--- config.mk ---
export PLATFORM = sky130hd
export DESIGN_NAME = sae_sym_dec
export DESIGN_NICKNAME = d
export VERILOG_FILES = /design/src/rtl/sae_pkg.sv /design/src/rtl/sae_sym_dec.sv
export SDC_FILE = /design/constraint.sdc
export NUM_CORES = 1
export LEC_CHECK = 0
export CAP_MARGIN = 20
export CORE_AREA = 2 2 39 41
export DETAILED_ROUTE_END_ITERATION = 7
export DIE_AREA = 0 0 41 43
export DONT_BUFFER_PORTS = 1
export PLACE_DENSITY = 0.33
export SYNTH_ARGS = -nofsm -noshare
export SYNTH_HDL_FRONTEND = slang
export SYNTH_SLANG_ARGS = --single-unit
--- constraint.sdc ---
create_clock -name vclk -period 0.9
set_clock_uncertainty 0.1 [all_clocks]
set_input_delay 0.09 -clock vclk [all_inputs]
set_output_delay 0.09 -clock vclk [all_outputs]
set_load 0.01 [all_outputs]
--- src/rtl/sae_pkg.sv ---
// Shared types, constants and the cumulative letter table for the static-model
// arithmetic encoder. No dependencies; every other file imports this package.
`default_nettype none

package sae_pkg;

  // Default precisions of the coding interval and of the probability table
  localparam int unsigned SAE_PREC_DEF      = 32;
  localparam int unsigned SAE_PROB_BITS_DEF = 24;

  localparam int unsigned CODE_W     = 32;
  localparam int unsigned SYM_BITS   = 5;
  localparam int unsigned NUM_SYM    = 27;
  localparam int unsigned CUM_W      = 33;
  localparam int unsigned FREQ_SCALE = 100000;

  localparam logic [SYM_BITS-1:0] STOP_SYM = 5'd26;

  localparam logic [7:0] CHAR_LC_A = 8'h61;
  localparam logic [7:0] CHAR_LC_Z = 8'h7a;
  localparam logic [7:0] CHAR_UC_A = 8'h41;
  localparam logic [7:0] CHAR_UC_Z = 8'h5a;

  // Cumulative English letter frequencies in units of 0.00001
  localparam logic [16:0] CUM_UNITS [NUM_SYM] = '{
    17'd0,     17'd8167,  17'd9659,  17'd12441, 17'd16694, 17'd29396, 17'd31624,
    17'd33639, 17'd39733, 17'd46699, 17'd46852, 17'd47624, 17'd51649, 17'd54055,
    17'd60804, 17'd68311, 17'd70240, 17'd70335, 17'd76322, 17'd82649, 17'd91705,
    17'd94463, 17'd95441, 17'd97801, 17'd97951, 17'd99925, 17'd99999
  };

  typedef struct packed {
    logic [7:0] symbol_byte;
    logic       end_of_message;
  } in_t;

  typedef struct packed {
    logic [CODE_W-1:0] code_value;
    logic              precision_lost;
  } out_t;

  typedef struct packed {
    logic                is_letter;
    logic [SYM_BITS-1:0] sym;
  } sym_info_t;

  // Round-half-up fixed-point cumulative bound; used at elaboration only
  function automatic logic [CUM_W-1:0] cum_fixed(input int unsigned idx,
                                                 input int unsigned prob_bits);
    logic [63:0] k;
    logic [63:0] num;
    if (idx >= NUM_SYM) begin
      return CUM_W'(64'd1 << prob_bits);
    end
    k   = 64'(CUM_UNITS[idx]);
    num = (k << prob_bits) + 64'(FREQ_SCALE / 2);
    return CUM_W'(num / FREQ_SCALE);
  endfunction

endpackage

`default_nettype wire

--- src/rtl/sae_sym_dec.sv ---
// Letter decoder: maps a raw byte to a symbol index, either case.
// Depends on sae_pkg.
`default_nettype none

module sae_sym_dec (
  input  wire logic [7:0]         symbol_byte,
  output sae_pkg::sym_info_t      sym_info
);
  import sae_pkg::*;

  logic       lc;
  logic       uc;
  logic [7:0] lc_off;
  logic [7:0] uc_off;

  assign lc     = (symbol_byte >= CHAR_LC_A) && (symbol_byte <= CHAR_LC_Z);
  assign uc     = (symbol_byte >= CHAR_UC_A) && (symbol_byte <= CHAR_UC_Z);
  assign lc_off = symbol_byte - CHAR_LC_A;
  assign uc_off = symbol_byte - CHAR_UC_A;

  assign sym_info.is_letter = lc | uc;
  assign sym_info.sym       = lc ? lc_off[SYM_BITS-1:0] : uc_off[SYM_BITS-1:0];

endmodule

`default_nettype wire

; After elaboration in Yosys (flattened, before gate mapping)
; Cells that the tools add are included.
[word_totals]
regBits = 0
inputBits = 8
output_inout_bits = 6
[op_classes]
add_sub_neg = 2
magnitude_cmp = 4
mux = 1
bitwise = 1
reduce_logical = 2
[op_table]
columns = cell, n
row1 = greater-or-equal comparator 8 x 7 -> 1 bit (second input constant), 2
row2 = <= comparator 8 x 7 -> 1 bit (second input constant), 2
row3 = subtractor 5 x 1 -> 5 bit (second input constant), 2
row4 = two-way mux 5 bit, 1
row5 = logical AND 1 bit, 2
row6 = OR 1 bit, 1

; Logic depth before layout (Yosys ltp)
[depth]
ltp_word = 3
mapped_depth = 4
ltp_nobuf = 4

; Least setup slack after synthesis
; No wires, ideal clock.
[synth_path]
path_type = input to output
from = input symbol_byte[0]
to = output sym_info[5] (netlist bit)
arrival_ns = 0.879
path_slack_ns = -0.169
cell_stages = 4
path_buffers = 0
path_cell_list = inv_1 > ha_1 > nor3b_2 > a211oi_1
[synth_lines]
columns = element, line
row1 = start: declaration, sae_sym_dec.sv:6  ; input wire logic [7:0] symbol_byte,
row2 = end: declaration, sae_sym_dec.sv:7  ; output sae_pkg::sym_info_t sym_info

==> results.toml <==
[setup_path]
critPathBufInv = 1
crit_path_top_delay_cell = "a211oi_2"
path_delay_family = "compound AO/OA/AOI/OAI gates"
crit_required_ns = 0.71
cp.depth = 4
slowest_delay_ns = 0.27
worstSetupEndpointType = "output pin"
crit_path_cell_trace = "clkinvlp_4 -> ha_4 -> nor3b_4 -> a211oi_2"
path_class = "in2out"
startpoint_type = "input pin"
arrival_ns = 0.79
cp-startpoint = "symbol_byte[0]"
cp_max_fo = 4
endpoint = "sym_info[5]"

[final_layout]
multi_input_area_um2 = 165.2
register_area_um2 = 0
area_growth_pct = 79.25
nets = 36
mostFrequentLayoutCell = "buf_4"
design_area_um2 = 237.7
nClkBuffers = 0
diodes = 0
layout-drive-gt1-share = 0.5217
utilization = 0.1718
nFillCells = 160
nFlopsAndLatches = 0

[worst_hold_path]
hold_class = "in2out"

[global_routing]
grt_pass1_vias = 167
track_usage = 0.04695
grt_first_pass_wirelength_um = 614
overflow = 0
antenna_found_initial = 0
grt_max_degree = 5

[sta]
worst_slew_pin_slew_ns = 0.2762
hold_viol = 0
setup_slack_ns = -0.07829
rsz0062_at_grt = "yes"
drv_slew = 0
relSlewSlack = 0.8153
hold_slack_ns = 0.1453
clock.fmax_mhz = 1022
setup_viol = 2
fin_crit_sh = 1.087
layout_min_cycle_time_ns = 0.9783

[synthesis]
yosysSeqAreaShare = 0
synthesis.nets = 29
syn_inst = 18
syn_area_per_cell_um2 = 7.368
synth_area_um2 = 132.6
synth_warnings = 0
ys_types = 9

[floorplan]
chipWidth_um = 41
die_y_um = 43
dieArea_um2 = 1763
design.core.area_um2 = 1384
pin_count = 14
start_util = 0.09584
rows = 14

[place]
portBuffers = 0
hpwl_um = 348.6
place_congestion = 0.5938
postPlaceCellArea_um2 = 210.2
dp_slack_ns = -0.09990

[drt]
viasPerCell = 3.769
wire_per_inst_um = 10.36
drt_first_iter_violations = 0
wl_um = 404
route.detailed.drc = 0
firstDrtPassIters = 1
vias = 147
antenna_left = 0

[power]
peakVddDrop_v = 0.00009876
p_leak_nw = 0.09643
powerDensity_nw_per_um2 = 331.0

[clock_network]
cts-hold-fix-buffers = 0

[job]
cap_violations = 0

[outcome]
status = "finished, violations left"
violations = "negative setup slack"
-- cell type report --
cell class | count | area share
timing repair buffer | 5 | 0.1579
multi-input combinational | 15 | 0.6947
inverter | 3 | 0.06316
tap | 16 | 0.08421
-- per-stage QoR --
step           instances  power, mW  TNS [ns]
6_report              39    0.07868   -0.1241
5_1_grt               39    0.08896   -0.2470
2_1_floorplan         18    0.05116   -0.1326
3_5_place_dp          38    0.07104   -0.1985
4_1_cts               38    0.07564   -0.1673
3_3_place_gp          38    0.06958   -0.1394
-- cell families (layout without fill, tap and decap cells) --
logic type      after synthesis  in the layout  share of synthesized area
simple gates                  7              7                     0.3207
fa+ha+maj                     3              3                     0.2830
xor+xnor                      3              3                     0.1981
buf+inv                       3              8                    0.08490
compound gates                2              2                     0.1132
-- worst min-delay path by stage --
| stage | start | to | slack, ns | cells past startpoint |
|---|---|---|---|---|
| 2_1_floorplan | symbol_byte[4] | sym_info[4] | 0.16 | 1 |
| 3_3_place_gp | symbol_byte[4] | sym_info[4] | 0.16 | 1 |
| 3_5_place_dp | symbol_byte[4] | sym_info[4] | 0.16 | 1 |
| 4_1_cts | symbol_byte[2] | sym_info[2] | 0.15 | 1 |
| 5_1_grt | symbol_byte[4] | sym_info[4] | 0.15 | 1 |
| 6_report | symbol_byte[4] | sym_info[4] | 0.15 | 1 |
-- per-layer routing --
metal / track usage / up-vias / share of wire / wire, µm
li1: - / 70 / - / -
met1: 0.05696 / 64 / 0.43 / 173
met2: 0.07813 / 13 / 0.39 / 157
met3: 0.02094 / 0 / 0.18 / 73
met4: 0 / 0 / 0 / 0
met5: 0 / - / 0 / 0
-- synth_stat cells --
cell type  count  share of area
a211oi_1       2           0.11
nor3b_2        1          0.094
nor3_1         1          0.038
nand3_1        2          0.075
inv_1          3          0.085
nor2_1         2          0.057
nand3b_1       1          0.057
xor2_1         3           0.20
ha_1           3           0.28
-- what timing repair did --
item | 4_1_cts | 5_1_grt
cloned | 0 | 0
endpoints found under the setup margin | 3 | 3
pin swaps | 0 | 1
buffers inserted | 0 | 1
resized for setup | 2 | 1
-- power breakdown --
group          switching (mW)  internal, mW
clock                       0             0
combinational          0.0394        0.0393
sequential                  0             0
Power figures use the tool's default switching activity.
